==> src/hw/rtl/buffer_pool_replacement_defines.svh <==
// ---------------------------------------------------------------------------
// buffer pool replacement assertion macros
// shared assertion forms, clocked on clk and disabled while rst_n is low
// ---------------------------------------------------------------------------
`ifndef BUFFER_POOL_REPLACEMENT_DEFINES_SVH
`define BUFFER_POOL_REPLACEMENT_DEFINES_SVH

// same-cycle implication
`define BPR_ASSERT_NOW(lbl, ante, cons) \
  lbl: assert property (@(posedge clk) disable iff (!rst_n) (ante) |-> (cons)) \
    else $error("bpr assertion failed");

// next-cycle implication
`define BPR_ASSERT_NEXT(lbl, ante, cons) \
  lbl: assert property (@(posedge clk) disable iff (!rst_n) (ante) |=> (cons)) \
    else $error("bpr assertion failed");

`endif

==> src/hw/rtl/bpr_pkg.sv <==
// ---------------------------------------------------------------------------
// bpr_pkg
// shared codes and types of the buffer pool replacement block
// ---------------------------------------------------------------------------
`timescale 1ns / 1ps

package bpr_pkg;

  localparam int FUNC_W   = 3;
  localparam int STATUS_W = 2;
  localparam int PIN_W    = 8;
  localparam int POS_W    = 4;

  localparam logic [FUNC_W-1:0] OP_FETCH  = 3'd0;
  localparam logic [FUNC_W-1:0] OP_NEW    = 3'd1;
  localparam logic [FUNC_W-1:0] OP_UNPIN  = 3'd2;
  localparam logic [FUNC_W-1:0] OP_FLUSH  = 3'd3;
  localparam logic [FUNC_W-1:0] OP_DELETE = 3'd4;

  localparam logic [STATUS_W-1:0] ST_DONE   = 2'd0;
  localparam logic [STATUS_W-1:0] ST_ABSENT = 2'd1;
  localparam logic [STATUS_W-1:0] ST_FULL   = 2'd2;

  localparam logic [PIN_W-1:0] PIN_MAX = '1;
  localparam logic [PIN_W-1:0] PIN_ONE = 8'd1;

  // request info the shared unit needs
  typedef struct packed {
    logic [FUNC_W-1:0] func;
    logic              mark;
  } op_t;

  // compare result and updated entry flags
  typedef struct packed {
    logic             match;
    logic [PIN_W-1:0] pin;
    logic             dirty;
  } upd_t;

endpackage

==> src/hw/rtl/bpr_unit.sv <==
// ---------------------------------------------------------------------------
// bpr_unit
// shared id compare and pin / dirty update for one directory entry
// ---------------------------------------------------------------------------
`timescale 1ns / 1ps

module bpr_unit import bpr_pkg::*; #(
  parameter int ID_BITS = 16
) (
  input  logic [ID_BITS-1:0] ent_id,
  input  logic [PIN_W-1:0]   ent_pin,
  input  logic               ent_dirty,
  input  logic [ID_BITS-1:0] key_id,
  input  op_t                op,
  output upd_t               upd
);

  always_comb begin
    upd.match = (ent_id == key_id);
    upd.pin   = ent_pin;
    upd.dirty = ent_dirty;
    case (op.func)
      OP_FETCH: begin
        // pin with saturation
        if (ent_pin != PIN_MAX) begin
          upd.pin = ent_pin + PIN_ONE;
        end
      end
      OP_UNPIN: begin
        if (ent_pin != '0) begin
          upd.pin = ent_pin - PIN_ONE;
        end
        upd.dirty = ent_dirty | op.mark;
      end
      OP_FLUSH: begin
        upd.dirty = 1'b0;
      end
      default: begin
      end
    endcase
  end

endmodule

==> src/hw/rtl/buffer_pool_replacement.sv <==
// ---------------------------------------------------------------------------
// buffer_pool_replacement
// recency-ordered page directory with pin counts, dirty marks and
// selectable lru / mru victim choice on a fetch miss
// ---------------------------------------------------------------------------
//
//   channel   handshake              payload
//   -------   --------------------   ---------------------------------------
//   in        start & !busy          in_func, in_page_id, in_mark_dirty
//   out       out_valid (1 cycle)    out_status, out_was_hit, out_slot_pos,
//                                    out_pin_now, out_write_back
//   cfg       cfg_valid & cfg_ready  cfg_replace_mode
//
// one shared compare/update unit walks the entry memory one entry at a time
// (read, then compare and write back) through the single read port; new page
// and early exits answer from idle; fetch / unpin / flush walk to the match
// (or all used entries on a miss); a fetch hit off the front then moves the
// entries above it one back and itself to the front; delete walks all used
// entries; the result beat shows in the cycle after the last step
// rst_n is synchronous; it empties the pool and selects lru, no clearing pass
// results cannot be stalled: out_valid is a one-cycle strobe
// ---------------------------------------------------------------------------
`timescale 1ns / 1ps
`include "buffer_pool_replacement_defines.svh"

module buffer_pool_replacement import bpr_pkg::*; #(
  parameter int POOL_SLOTS = 16,
  parameter int ID_BITS    = 16
) (
  input  logic                clk,
  input  logic                rst_n,
  // request beat
  input  logic                start,
  output logic                busy,
  input  logic [FUNC_W-1:0]   in_func,
  input  logic [15:0]         in_page_id,
  input  logic                in_mark_dirty,
  // result beat
  output logic                out_valid,
  output logic [STATUS_W-1:0] out_status,
  output logic                out_was_hit,
  output logic [POS_W-1:0]    out_slot_pos,
  output logic [PIN_W-1:0]    out_pin_now,
  output logic                out_write_back,
  // configuration write
  input  logic                cfg_valid,
  output logic                cfg_ready,
  input  logic                cfg_replace_mode
);

  localparam int IDX_W = (POOL_SLOTS > 1) ? $clog2(POOL_SLOTS) : 1;
  localparam int CNT_W = $clog2(POOL_SLOTS + 1);
  localparam int ENT_W = ID_BITS + PIN_W + 1;
  localparam logic [CNT_W-1:0] CNT_FULL = CNT_W'(POOL_SLOTS);
  localparam logic [CNT_W-1:0] CNT_ONE  = CNT_W'(1);
  localparam logic [IDX_W-1:0] IDX_ONE  = IDX_W'(1);

  // sequencer states
  localparam logic [2:0] S_IDLE  = 3'd0;  // wait for a request
  localparam logic [2:0] S_RD    = 3'd1;  // search: read entry
  localparam logic [2:0] S_CMP   = 3'd2;  // search: compare and update
  localparam logic [2:0] S_SHRD  = 3'd3;  // fetch hit: read entry above
  localparam logic [2:0] S_SHWR  = 3'd4;  // fetch hit: move it one down
  localparam logic [2:0] S_FRONT = 3'd5;  // fetch hit: place at the front
  localparam logic [2:0] S_DRD   = 3'd6;  // delete: read entry
  localparam logic [2:0] S_DCMP  = 3'd7;  // delete: keep or drop

  // page id reduced to ID_BITS
  logic [ID_BITS+15:0] key_ext;
  logic [ID_BITS-1:0]  key_in;
  assign key_ext = {{ID_BITS{1'b0}}, in_page_id};
  assign key_in  = key_ext[ID_BITS-1:0];

  // control registers
  logic [2:0]        state_r, state_nxt;
  logic [CNT_W-1:0]  used_r, used_nxt;
  logic              mode_r;
  logic              out_valid_r, out_valid_nxt;

  // request and walk registers
  logic [FUNC_W-1:0] func_r, func_nxt;
  logic [ID_BITS-1:0] id_r, id_nxt;
  logic              mark_r, mark_nxt;
  logic [CNT_W-1:0]  scan_r, scan_nxt;
  logic [CNT_W-1:0]  wptr_r, wptr_nxt;
  logic [IDX_W-1:0]  sh_r, sh_nxt;
  logic [ENT_W-1:0]  ent_r, ent_nxt;

  // result registers
  logic [STATUS_W-1:0] status_r, status_nxt;
  logic                hit_r, hit_nxt;
  logic [IDX_W-1:0]    pos_r, pos_nxt;
  logic [PIN_W-1:0]    pin_r, pin_nxt;
  logic                wb_r, wb_nxt;

  // entry memory: {id, pin, dirty}
  logic [ENT_W-1:0] mem [POOL_SLOTS];
  logic [ENT_W-1:0] rd_data_r;
  logic [IDX_W-1:0] rd_addr;
  logic             mem_we;
  logic [IDX_W-1:0] mem_wa;
  logic [ENT_W-1:0] mem_wd;

  always_ff @(posedge clk) begin
    if (mem_we) begin
      mem[mem_wa] <= mem_wd;
    end
    rd_data_r <= mem[rd_addr];
  end

  // fields of the entry just read
  logic [ID_BITS-1:0] rd_id;
  logic [PIN_W-1:0]   rd_pin;
  logic               rd_dirty;
  assign rd_id    = rd_data_r[ENT_W-1 -: ID_BITS];
  assign rd_pin   = rd_data_r[PIN_W:1];
  assign rd_dirty = rd_data_r[0];

  // shared compare / update unit
  op_t  op;
  upd_t upd;
  assign op.func = func_r;
  assign op.mark = mark_r;

  bpr_unit #(
    .ID_BITS (ID_BITS)
  ) u_unit (
    .ent_id    (rd_id),
    .ent_pin   (rd_pin),
    .ent_dirty (rd_dirty),
    .key_id    (id_r),
    .op        (op),
    .upd       (upd)
  );

  // walk bookkeeping
  logic [CNT_W-1:0] scan_inc;
  logic             scan_last;
  logic [IDX_W-1:0] scan_idx;
  logic [CNT_W-1:0] used_dec;
  logic [IDX_W-1:0] victim;
  logic [CNT_W-1:0] keep_cnt;
  assign scan_inc  = scan_r + CNT_ONE;
  assign scan_last = (scan_inc == used_r);
  assign scan_idx  = scan_r[IDX_W-1:0];
  assign used_dec  = used_r - CNT_ONE;
  assign victim    = mode_r ? '0 : used_dec[IDX_W-1:0];
  assign keep_cnt  = wptr_r + {{(CNT_W-1){1'b0}}, ~upd.match};

  always_comb begin
    state_nxt     = state_r;
    used_nxt      = used_r;
    out_valid_nxt = 1'b0;
    func_nxt      = func_r;
    id_nxt        = id_r;
    mark_nxt      = mark_r;
    scan_nxt      = scan_r;
    wptr_nxt      = wptr_r;
    sh_nxt        = sh_r;
    ent_nxt       = ent_r;
    status_nxt    = ST_DONE;
    hit_nxt       = 1'b0;
    pos_nxt       = '0;
    pin_nxt       = '0;
    wb_nxt        = 1'b0;
    rd_addr       = scan_idx;
    mem_we        = 1'b0;
    mem_wa        = scan_idx;
    mem_wd        = rd_data_r;

    unique case (state_r)
      S_IDLE: begin
        if (start) begin
          func_nxt = in_func;
          id_nxt   = key_in;
          mark_nxt = in_mark_dirty;
          scan_nxt = '0;
          wptr_nxt = '0;
          case (in_func)
            OP_FETCH, OP_UNPIN, OP_FLUSH: begin
              if (used_r == '0) begin
                out_valid_nxt = 1'b1;
                status_nxt    = (in_func == OP_FETCH) ? ST_FULL : ST_ABSENT;
              end else begin
                state_nxt = S_RD;
              end
            end
            OP_NEW: begin
              out_valid_nxt = 1'b1;
              if (used_r == CNT_FULL) begin
                status_nxt = ST_FULL;
              end else begin
                // append unpinned and clean at the back
                mem_we   = 1'b1;
                mem_wa   = used_r[IDX_W-1:0];
                mem_wd   = {key_in, {PIN_W{1'b0}}, 1'b0};
                pos_nxt  = used_r[IDX_W-1:0];
                used_nxt = used_r + CNT_ONE;
              end
            end
            OP_DELETE: begin
              if (used_r == '0) begin
                out_valid_nxt = 1'b1;
                status_nxt    = ST_ABSENT;
              end else begin
                state_nxt = S_DRD;
              end
            end
            default: begin
              // unused codes answer all zero
              out_valid_nxt = 1'b1;
            end
          endcase
        end
      end

      S_RD: begin
        state_nxt = S_CMP;
      end

      S_CMP: begin
        if (upd.match) begin
          case (func_r)
            OP_FETCH: begin
              if (scan_idx == '0) begin
                mem_we        = 1'b1;
                mem_wa        = '0;
                mem_wd        = {rd_id, upd.pin, upd.dirty};
                out_valid_nxt = 1'b1;
                hit_nxt       = 1'b1;
                pin_nxt       = upd.pin;
                state_nxt     = S_IDLE;
              end else begin
                ent_nxt   = {rd_id, upd.pin, upd.dirty};
                sh_nxt    = scan_idx;
                state_nxt = S_SHRD;
              end
            end
            default: begin
              // unpin and flush update in place
              mem_we        = 1'b1;
              mem_wa        = scan_idx;
              mem_wd        = {rd_id, upd.pin, upd.dirty};
              out_valid_nxt = 1'b1;
              pos_nxt       = scan_idx;
              pin_nxt       = upd.pin;
              wb_nxt        = (func_r == OP_FLUSH) ? rd_dirty : 1'b0;
              state_nxt     = S_IDLE;
            end
          endcase
        end else if (scan_last) begin
          out_valid_nxt = 1'b1;
          state_nxt     = S_IDLE;
          if (func_r == OP_FETCH) begin
            // miss: overwrite the victim in place
            mem_we  = 1'b1;
            mem_wa  = victim;
            mem_wd  = {id_r, PIN_ONE, 1'b0};
            pos_nxt = victim;
            pin_nxt = PIN_ONE;
          end else begin
            status_nxt = ST_ABSENT;
          end
        end else begin
          scan_nxt  = scan_inc;
          state_nxt = S_RD;
        end
      end

      S_SHRD: begin
        rd_addr   = sh_r - IDX_ONE;
        state_nxt = S_SHWR;
      end

      S_SHWR: begin
        mem_we    = 1'b1;
        mem_wa    = sh_r;
        mem_wd    = rd_data_r;
        sh_nxt    = sh_r - IDX_ONE;
        state_nxt = (sh_r == IDX_ONE) ? S_FRONT : S_SHRD;
      end

      S_FRONT: begin
        mem_we        = 1'b1;
        mem_wa        = '0;
        mem_wd        = ent_r;
        out_valid_nxt = 1'b1;
        hit_nxt       = 1'b1;
        pin_nxt       = ent_r[PIN_W:1];
        state_nxt     = S_IDLE;
      end

      S_DRD: begin
        state_nxt = S_DCMP;
      end

      S_DCMP: begin
        // survivors are packed toward the front
        if (!upd.match) begin
          mem_we = 1'b1;
          mem_wa = wptr_r[IDX_W-1:0];
          mem_wd = rd_data_r;
        end
        if (scan_last) begin
          used_nxt      = keep_cnt;
          out_valid_nxt = 1'b1;
          status_nxt    = (keep_cnt == used_r) ? ST_ABSENT : ST_DONE;
          state_nxt     = S_IDLE;
        end else begin
          wptr_nxt  = keep_cnt;
          scan_nxt  = scan_inc;
          state_nxt = S_DRD;
        end
      end

      default: begin
        state_nxt = S_IDLE;
      end
    endcase
  end

  // control state
  always_ff @(posedge clk) begin
    if (!rst_n) begin
      state_r     <= S_IDLE;
      used_r      <= '0;
      mode_r      <= 1'b0;
      out_valid_r <= 1'b0;
    end else begin
      state_r     <= state_nxt;
      used_r      <= used_nxt;
      out_valid_r <= out_valid_nxt;
      if (cfg_valid && cfg_ready) begin
        mode_r <= cfg_replace_mode;
      end
    end
  end

  // payload state
  always_ff @(posedge clk) begin
    func_r   <= func_nxt;
    id_r     <= id_nxt;
    mark_r   <= mark_nxt;
    scan_r   <= scan_nxt;
    wptr_r   <= wptr_nxt;
    sh_r     <= sh_nxt;
    ent_r    <= ent_nxt;
    status_r <= status_nxt;
    hit_r    <= hit_nxt;
    pos_r    <= pos_nxt;
    pin_r    <= pin_nxt;
    wb_r     <= wb_nxt;
  end

  // result beat, slot position reported in its low four bits
  logic [IDX_W+POS_W-1:0] pos_ext;
  assign pos_ext = {{POS_W{1'b0}}, pos_r};

  assign busy           = (state_r != S_IDLE);
  assign cfg_ready      = ~busy;
  assign out_valid      = out_valid_r;
  assign out_status     = status_r;
  assign out_was_hit    = hit_r;
  assign out_slot_pos   = pos_ext[POS_W-1:0];
  assign out_pin_now    = pin_r;
  assign out_write_back = wb_r;

  // an accepted request always leads to work or a result beat
  `BPR_ASSERT_NEXT(a_accept_progress, start && !busy, busy || out_valid)
  // no slot only on an empty or a full pool
  `BPR_ASSERT_NOW(a_full_status, out_valid && (out_status == ST_FULL),
                  (used_r == '0) || (used_r == CNT_FULL))
  // a hit always lands at the front and completes
  `BPR_ASSERT_NOW(a_hit_front, out_valid && out_was_hit,
                  (out_slot_pos == '0) && (out_status == ST_DONE) && !busy)

endmodule

==> config.mk <==
export PLATFORM = sky130hd
export DESIGN_NAME = buffer_pool_replacement
export DESIGN_NICKNAME = d
export VERILOG_FILES = /design/src/hw/rtl/bpr_pkg.sv /design/src/hw/rtl/bpr_unit.sv /design/src/hw/rtl/buffer_pool_replacement.sv
export VERILOG_INCLUDE_DIRS = /design/src /design/src/hw/rtl
export SDC_FILE = /design/constraint.sdc
export NUM_CORES = 1
export LEC_CHECK = 0
export CORE_MARGIN = 2
export CORE_UTILIZATION = 28
export DETAILED_ROUTE_END_ITERATION = 16
export DONT_BUFFER_PORTS = 1
export GPL_ROUTABILITY_DRIVEN = 1
export GPL_TIMING_DRIVEN = 0
export RECOVER_POWER = 25
export SLEW_MARGIN = 20
export SYNTH_ARGS = -nofsm -noshare
export SYNTH_HDL_FRONTEND = slang
export SYNTH_HIERARCHICAL = 1
export SYNTH_SLANG_ARGS = --single-unit
export TNS_END_PERCENT = 50
==> constraint.sdc <==
create_clock -name clk -period 5.8 [get_ports clk]
set_input_delay 1.16 -clock clk [delete_from_list [all_inputs] [get_ports clk]]
set_output_delay 1.16 -clock clk [all_outputs]
set_load 0.1 [all_outputs]
==> impl_metrics.json, run 1 <==
{
  "clkLatencyLatePin_ps": 630,
  "cts_tree": "done",
  "ys_seq_area_share_pct": 69.1,
  "cp_common_cell": "buf_2",
  "die_area_um2": 78800,
  "cp_top_family": "buffers and inverters",
  "skew_ps": 30.7,
  "p_sw_mw": 4.93,
  "required_ps": 6110,
  "path_max_fanout": 23,
  "grt_pass1_vias": 12300,
  "ioPinCount": 44,
  "overflow": 0,
  "hp-class": "reg -> reg",
  "antenna_left": 0,
  "reg2reg_depth": 13,
  "pwr-share-seq_pct": 41.2,
  "core_area_um2": 75800,
  "p_comb_share_pct": 34.8,
  "rr_endpoint": "mem[2][11]",
  "post_cts_buffers": 0,
  "drive_above_1_share_pct": 23.7,
  "setup.worst_path.end_class": "flop",
  "drt-pass1-iter-count": 5,
  "post-route-min-period_ps": 5270,
  "pwr-share-clk_pct": 24.0,
  "startpoint_type": "primary input",
  "max_stage_delay_ps": 1090,
  "outcome": "finished, violations left",
  "synth_top_area_cell": "edfxtp_1",
  "p_leak_nw": 8.33,
  "min_from": "mode_r",
  "die_h_um": 281,
  "cts-root-buf": "clkbuf_16",
  "drc": 0,
  "synth-async-reset-ratio_pct": 0,
  "min_to": "mode_r",
  "grt_usage_pct": 13.6,
  "hold_viol": 0,
  "r2r-start": "id_r[15]",
  "gp_congestion": 0.858,
  "crit_buf_inv": 5,
  "yosysMostFrequentCell": "edfxtp_1",
  "portBuffers": 0,
  "synth_seq_cells": 510,
  "cp_slowest_cell": "clkinvlp_2",
  "hold_buffers": 0,
  "slew_viol_final": 11,
  "setup_violations": 0,
  "internal_power_mw": 9.02,
  "cp_data_arrival_time_ps": 5580,
  "cts_resized": 0,
  "ir_drop_mv": 0.233,
  "cp.depth": 11,
  "wl_um": 54100,
  "antenna_found_initial": 7,
  "numCtsBuffers": 53,
  "maxClockFrequency_ghz": 0.190,
  "max_slew_margin_pct": -53.1,
  "avgSynthCellArea_um2": 17.0,
  "synth_ff_type": "edfxtp_1",
  "grt_pass1_wl_um": 80000,
  "start_util_pct": 28.3,
  "fin_util_pct": 32.9,
  "area_growth_pct": 16.6,
  "clock-sinks": 510,
  "power_mw": 13.9,
  "totalNegativeSetupSlack_ps": 0,
  "grt_setup_unrepaired": "false",
  "grt_max_degree": 24,
  "switching_share_pct": 35.4,
  "crit_chain": "or4b_1, buf_6, clkinvlp_2, nand4_4, nand2_1, o32ai_1, o21ai_1, nor4_2, buf_2, buf_4, buf_2",
  "post-place-cells": 2327,
  "die_w_um": 281,
  "clkTransAtPathRegs_ps": 60,
  "postSynthCellCount": 1264,
  "place_hpwl_um": 37900,
  "holdWs_ps": 496,
  "critPathKind": "in -> reg",
  "worst_slew_pin_slew_ps": 2270,
  "stdcell_count": 2428,
  "synth_largest_type_area_fraction_pct": 64.3,
  "drt_iter0_drc": 1144,
  "clk_path_buf_depth": 3,
  "n_fill_cell": 7282,
  "synth_edf_count": 459,
  "num_vias": 12300,
  "fin_nets": 1441,
  "r2r_slack_ps": 610,
  "period_share_pct": 90.8,
  "synth_area_um2": 21400,
  "yosys-top-cells-count": "edfxtp_1, mux4_2, mux2i_1, nor2_1, a21oi_1",
  "yosys.cell_types.count": 87,
  "wl_per_cell_um": 22.3,
  "failed_checks": "capacitance limit, slew limit",
  "maxCapViolations": 1,
  "viasPerCell": 5.05,
  "h-tree-depth": 2,
  "powerDensity_nw_per_um2": 558,
  "rows": 101,
  "min_path_cells": 2,
  "syn_nets": 1301,
  "yosys-top-cells-area": "edfxtp_1, mux4_2, dfxtp_1",
  "ys_warn_count": 6
}
cell type report:
cell class | instances | area, um2 | share of cell area, %
inverter | 22 | 83.8 | 0.336
multi-input combinational | 661 | 6340 | 25.4
clock buffer | 73 | 1460 | 5.85
sequential | 510 | 14800 | 59.3
clock inverter | 26 | 256 | 1.03
buffer | 71 | 322 | 1.29
timing repair buffer | 85 | 482 | 1.93
tap | 978 | 1220 | 4.90
antenna | 2 | 5.00 | 0.0200
registers in the layout, summed over array words and instances, names as in the netlist, 2 cells and up:
register	flops
sh_r	4
mem	400
out_pin_now	8
used_r	5
ent_r	25
rd_data_r	25
wptr_r	5
out_status	2
func_r	3
out_slot_pos	4
state_r	3
id_r	16
scan_r	5
per-layer routing:
metal,track usage (%),part of all wire (%)
met1,18.4,43
met2,22.1,47
met3,3.06,7.3
met4,3.69,2.1
met5,0,0.11
worst min-delay path, delay by kind of cell (launching register included):
kind            cells  cell delay (ps)
simple gates        1               50
flops               1              320
compound gates      1               70
metrics by stage:
step / worst slack [ps] / area, um2
final: 533 / 25000
after global routing: 258 / 25000
after global placement: -3380 / 22700
after CTS: 770 / 25000
after detailed placement: 800 / 23300
after floorplan: 205 / 21400
worst max path at each step:
stage / start / endpoint / slack (ps)
2_1_floorplan: start / mem[1][0] / 200
3_3_place_gp: id_r[15] / mem[10][11] / -3380
3_5_place_dp: id_r[15] / mem[2][12] / 800
4_1_cts: id_r[15] / mem[2][10] / 770
5_1_grt: scan_r[0] / mem[9][13] / 260
6_report: start / mem[2][11] / 530
logic make-up after synthesis:
| logic type | Yosys count | share of synthesized area [%] |
|---|---|---|
| XOR/XNOR | 41 | 1.76 |
| buffers and inverters | 93 | 1.95 |
| AND/OR/NAND/NOR | 214 | 5.35 |
| flip-flops | 510 | 69.1 |
| AO/OA/AOI/OAI | 212 | 6.81 |
| adder cells (fa/ha/maj) | 12 | 0.701 |
| multiplexers | 182 | 14.4 |
layout by cell type, fill, tap and decap left out, types with 20 or more instances in the layout:
cell,count
a21oi_1,45
buf_2,90
buf_4,20
clkbuf_1,53
clkbuf_16,53
dfxtp_1,51
edfxtp_1,459
inv_1,21
mux2i_1,79
mux4_2,100
nand2_1,39
nor2_1,67
o21ai_0,37
xnor2_1,27
power by group through the flow:
stage | clock [mW] | combinational, mW | sequential (mW)
2_1_floorplan | 0 | 3.28 | 5.73
3_3_place_gp | 0 | 4.56 | 5.85
3_5_place_dp | 0 | 4.83 | 5.83
4_1_cts | 3.42 | 4.86 | 5.76
5_1_grt | 3.56 | 5.27 | 5.79
6_report | 3.35 | 4.85 | 5.75
Note: power is estimated with default switching activity, not from simulation.
==> run 2, diff against run 1 <==
--- a/config.mk
+++ b/config.mk
@@ -8,11 +8,12 @@
 export LEC_CHECK = 0
 export CORE_MARGIN = 2
 export CORE_UTILIZATION = 28
+export CTS_BUF_LIST = sky130_fd_sc_hd__clkbuf_4 sky130_fd_sc_hd__clkbuf_8
 export DETAILED_ROUTE_END_ITERATION = 16
 export DONT_BUFFER_PORTS = 1
 export GPL_ROUTABILITY_DRIVEN = 1
 export GPL_TIMING_DRIVEN = 0
-export RECOVER_POWER = 25
+export RECOVER_POWER = 100
 export SLEW_MARGIN = 20
 export SYNTH_ARGS = -nofsm -noshare
 export SYNTH_HDL_FRONTEND = slang
==> impl_metrics.json, run 2 (synthesized netlist as in run 1, its figures left out) <==
{
  "slew_viol_final": 28,
  "h-tree-depth": 3,
  "stdcell_count": 2488,
  "drive_above_1_share_pct": 23.4,
  "maxClockFrequency_ghz": 0.181,
  "grt_pass1_wl_um": 80800,
  "setup.worst_path.end_class": "flop",
  "antenna_left": 0,
  "grt_max_degree": 24,
  "post-place-cells": 2327,
  "die_w_um": 281,
  "ir_drop_mv": 0.249,
  "cp_top_family": "simple AND/OR/NAND/NOR gates",
  "regMostFlops": "mem",
  "clock-sinks": 510,
  "path_max_fanout": 10,
  "rows": 101,
  "totalNegativeSetupSlack_ps": 0,
  "cts-root-buf": "clkbuf_8",
  "hold_viol": 0,
  "cts_tree": "done",
  "grt_pass1_vias": 12700,
  "maxCapViolations": 2,
  "hold_buffers": 0,
  "wl_um": 54400,
  "portBuffers": 0,
  "setup_violations": 0,
  "clkLatencyLatePin_ps": 660,
  "p_leak_nw": 8.24,
  "cp_slowest_cell": "nor4_1",
  "grt_most_used_layer": "met2",
  "post-route-min-period_ps": 5530,
  "place_hpwl_um": 37900,
  "reg_top3": "mem (400), ent_r (25), rd_data_r (25)",
  "post_cts_buffers": 0,
  "largest_reg_flops": 400,
  "die_area_um2": 78800,
  "drt-pass1-iter-count": 5,
  "clk_path_buf_depth": 3,
  "use_met1_pct": 18.3,
  "failed_checks": "capacitance limit, slew limit",
  "area_growth_pct": 16.2,
  "powerDensity_nw_per_um2": 556,
  "drc": 0,
  "cts_resized": 0,
  "max_stage_delay_ps": 850,
  "clkTransAtPathRegs_ps": 60,
  "ioPinCount": 44,
  "grt_usage_pct": 13.8,
  "antenna_found_initial": 8,
  "startpoint_type": "flop",
  "met3_usage_pct": 4.10,
  "start_util_pct": 28.3,
  "required_ps": 6150,
  "numCtsBuffers": 85,
  "drt_iter0_drc": 1170,
  "fin_nets": 1473,
  "layout_commonest_cell": "edfxtp_1",
  "grtUsageMet2_pct": 22.1,
  "power_mw": 13.8,
  "worst_slew_pin_slew_ps": 2170,
  "outcome": "finished, violations left",
  "max_slew_margin_pct": -46.4,
  "hp-class": "reg -> reg",
  "crit_chain": "xnor2_1, nand4_1, nor4_1, clkbuf_1, clkbuf_1, mux2i_1, o22ai_1, a221oi_1, nand4_1, nor4_1, clkbuf_1, buf_2",
  "critPathKind": "reg -> reg",
  "layout_common_cells": "edfxtp_1, mux4_2, clkbuf_8",
  "period_share_pct": 95.3,
  "gp_congestion": 0.858,
  "die_h_um": 281,
  "wl_per_cell_um": 21.9,
  "num_vias": 12400,
  "cp_data_arrival_time_ps": 5870,
  "overflow": 0,
  "viasPerCell": 4.98,
  "core_area_um2": 75800,
  "grt_setup_unrepaired": "false",
  "crit_buf_inv": 4,
  "skew_ps": 28.3,
  "cp_common_cell": "clkbuf_1"
}
==> run 2: cell count changes in the layout (fill, tap and decap cells not counted), sizes merged <==
| cell | delta |
|---|---|
| diode | +5 |
| clkinvlp | -1 |
| buf | -48 |
| clkinv | -6 |
| bufinv | -1 |
| inv | +3 |
| clkbuf | +108 |
==> run 2: report_power, final <==
| part | switching, mW | internal, mW | total (mW) |
|---|---|---|---|
| clock | 1.43 | 1.89 | 3.32 |
| sequential | 0.302 | 5.46 | 5.77 |
| combinational | 3.16 | 1.59 | 4.75 |
==> run 2: layout make-up <==
type / instances / area, um2
fill: 7371 / 50900
antenna: 7 / 17.5
timing repair buffer: 85 / 399
clock buffer: 133 / 1600
buffer: 71 / 319
sequential: 510 / 14800
multi-input combinational: 661 / 6250
inverter: 22 / 83.8
tap: 978 / 1220
clock inverter: 21 / 204
==> run 2: stage by stage <==
step,instance area (um2),util (%),setup slack (ps),hold WS [ps]
after floorplan,21400,-,205,430
after global placement,22700,29.9,-3380,479
after detailed placement,23300,30.7,800,477
after CTS,25100,33.1,767,487
after global routing,24900,32.8,206,515
final,24900,32.8,275,480
==> run 2: worst paths after layout <==
kind / start / endpoint / slack (ps) / depth (start not counted)
min reg2reg: rd_data_r[0] / out_write_back / 480 / 2
min: rd_data_r[0] / out_write_back / 480 / 2
max: id_r[8] / mem[4][9] / 270 / 12
max reg2reg: id_r[8] / mem[4][9] / 270 / 12
==> run 2: routing by layer <==
layer	wire length, um	share of wire [%]
met1	23800	44
met2	25600	47
met3	3930	7.2
met4	1020	1.9
met5	44	0.081
==> run 2: worst reg2reg max path: cells and delay by family, from the launching register on <==
| kind | cells | cell delay (ps) |
|---|---|---|
| DFF | 1 | 400 |
| muxes | 1 | 260 |
| AOI/OAI and AO/OA | 2 | 410 |
| buffers and inverters | 4 | 1690 |
| xor gates and xnor gates | 1 | 230 |
| and+or+nand+nor | 4 | 2230 |
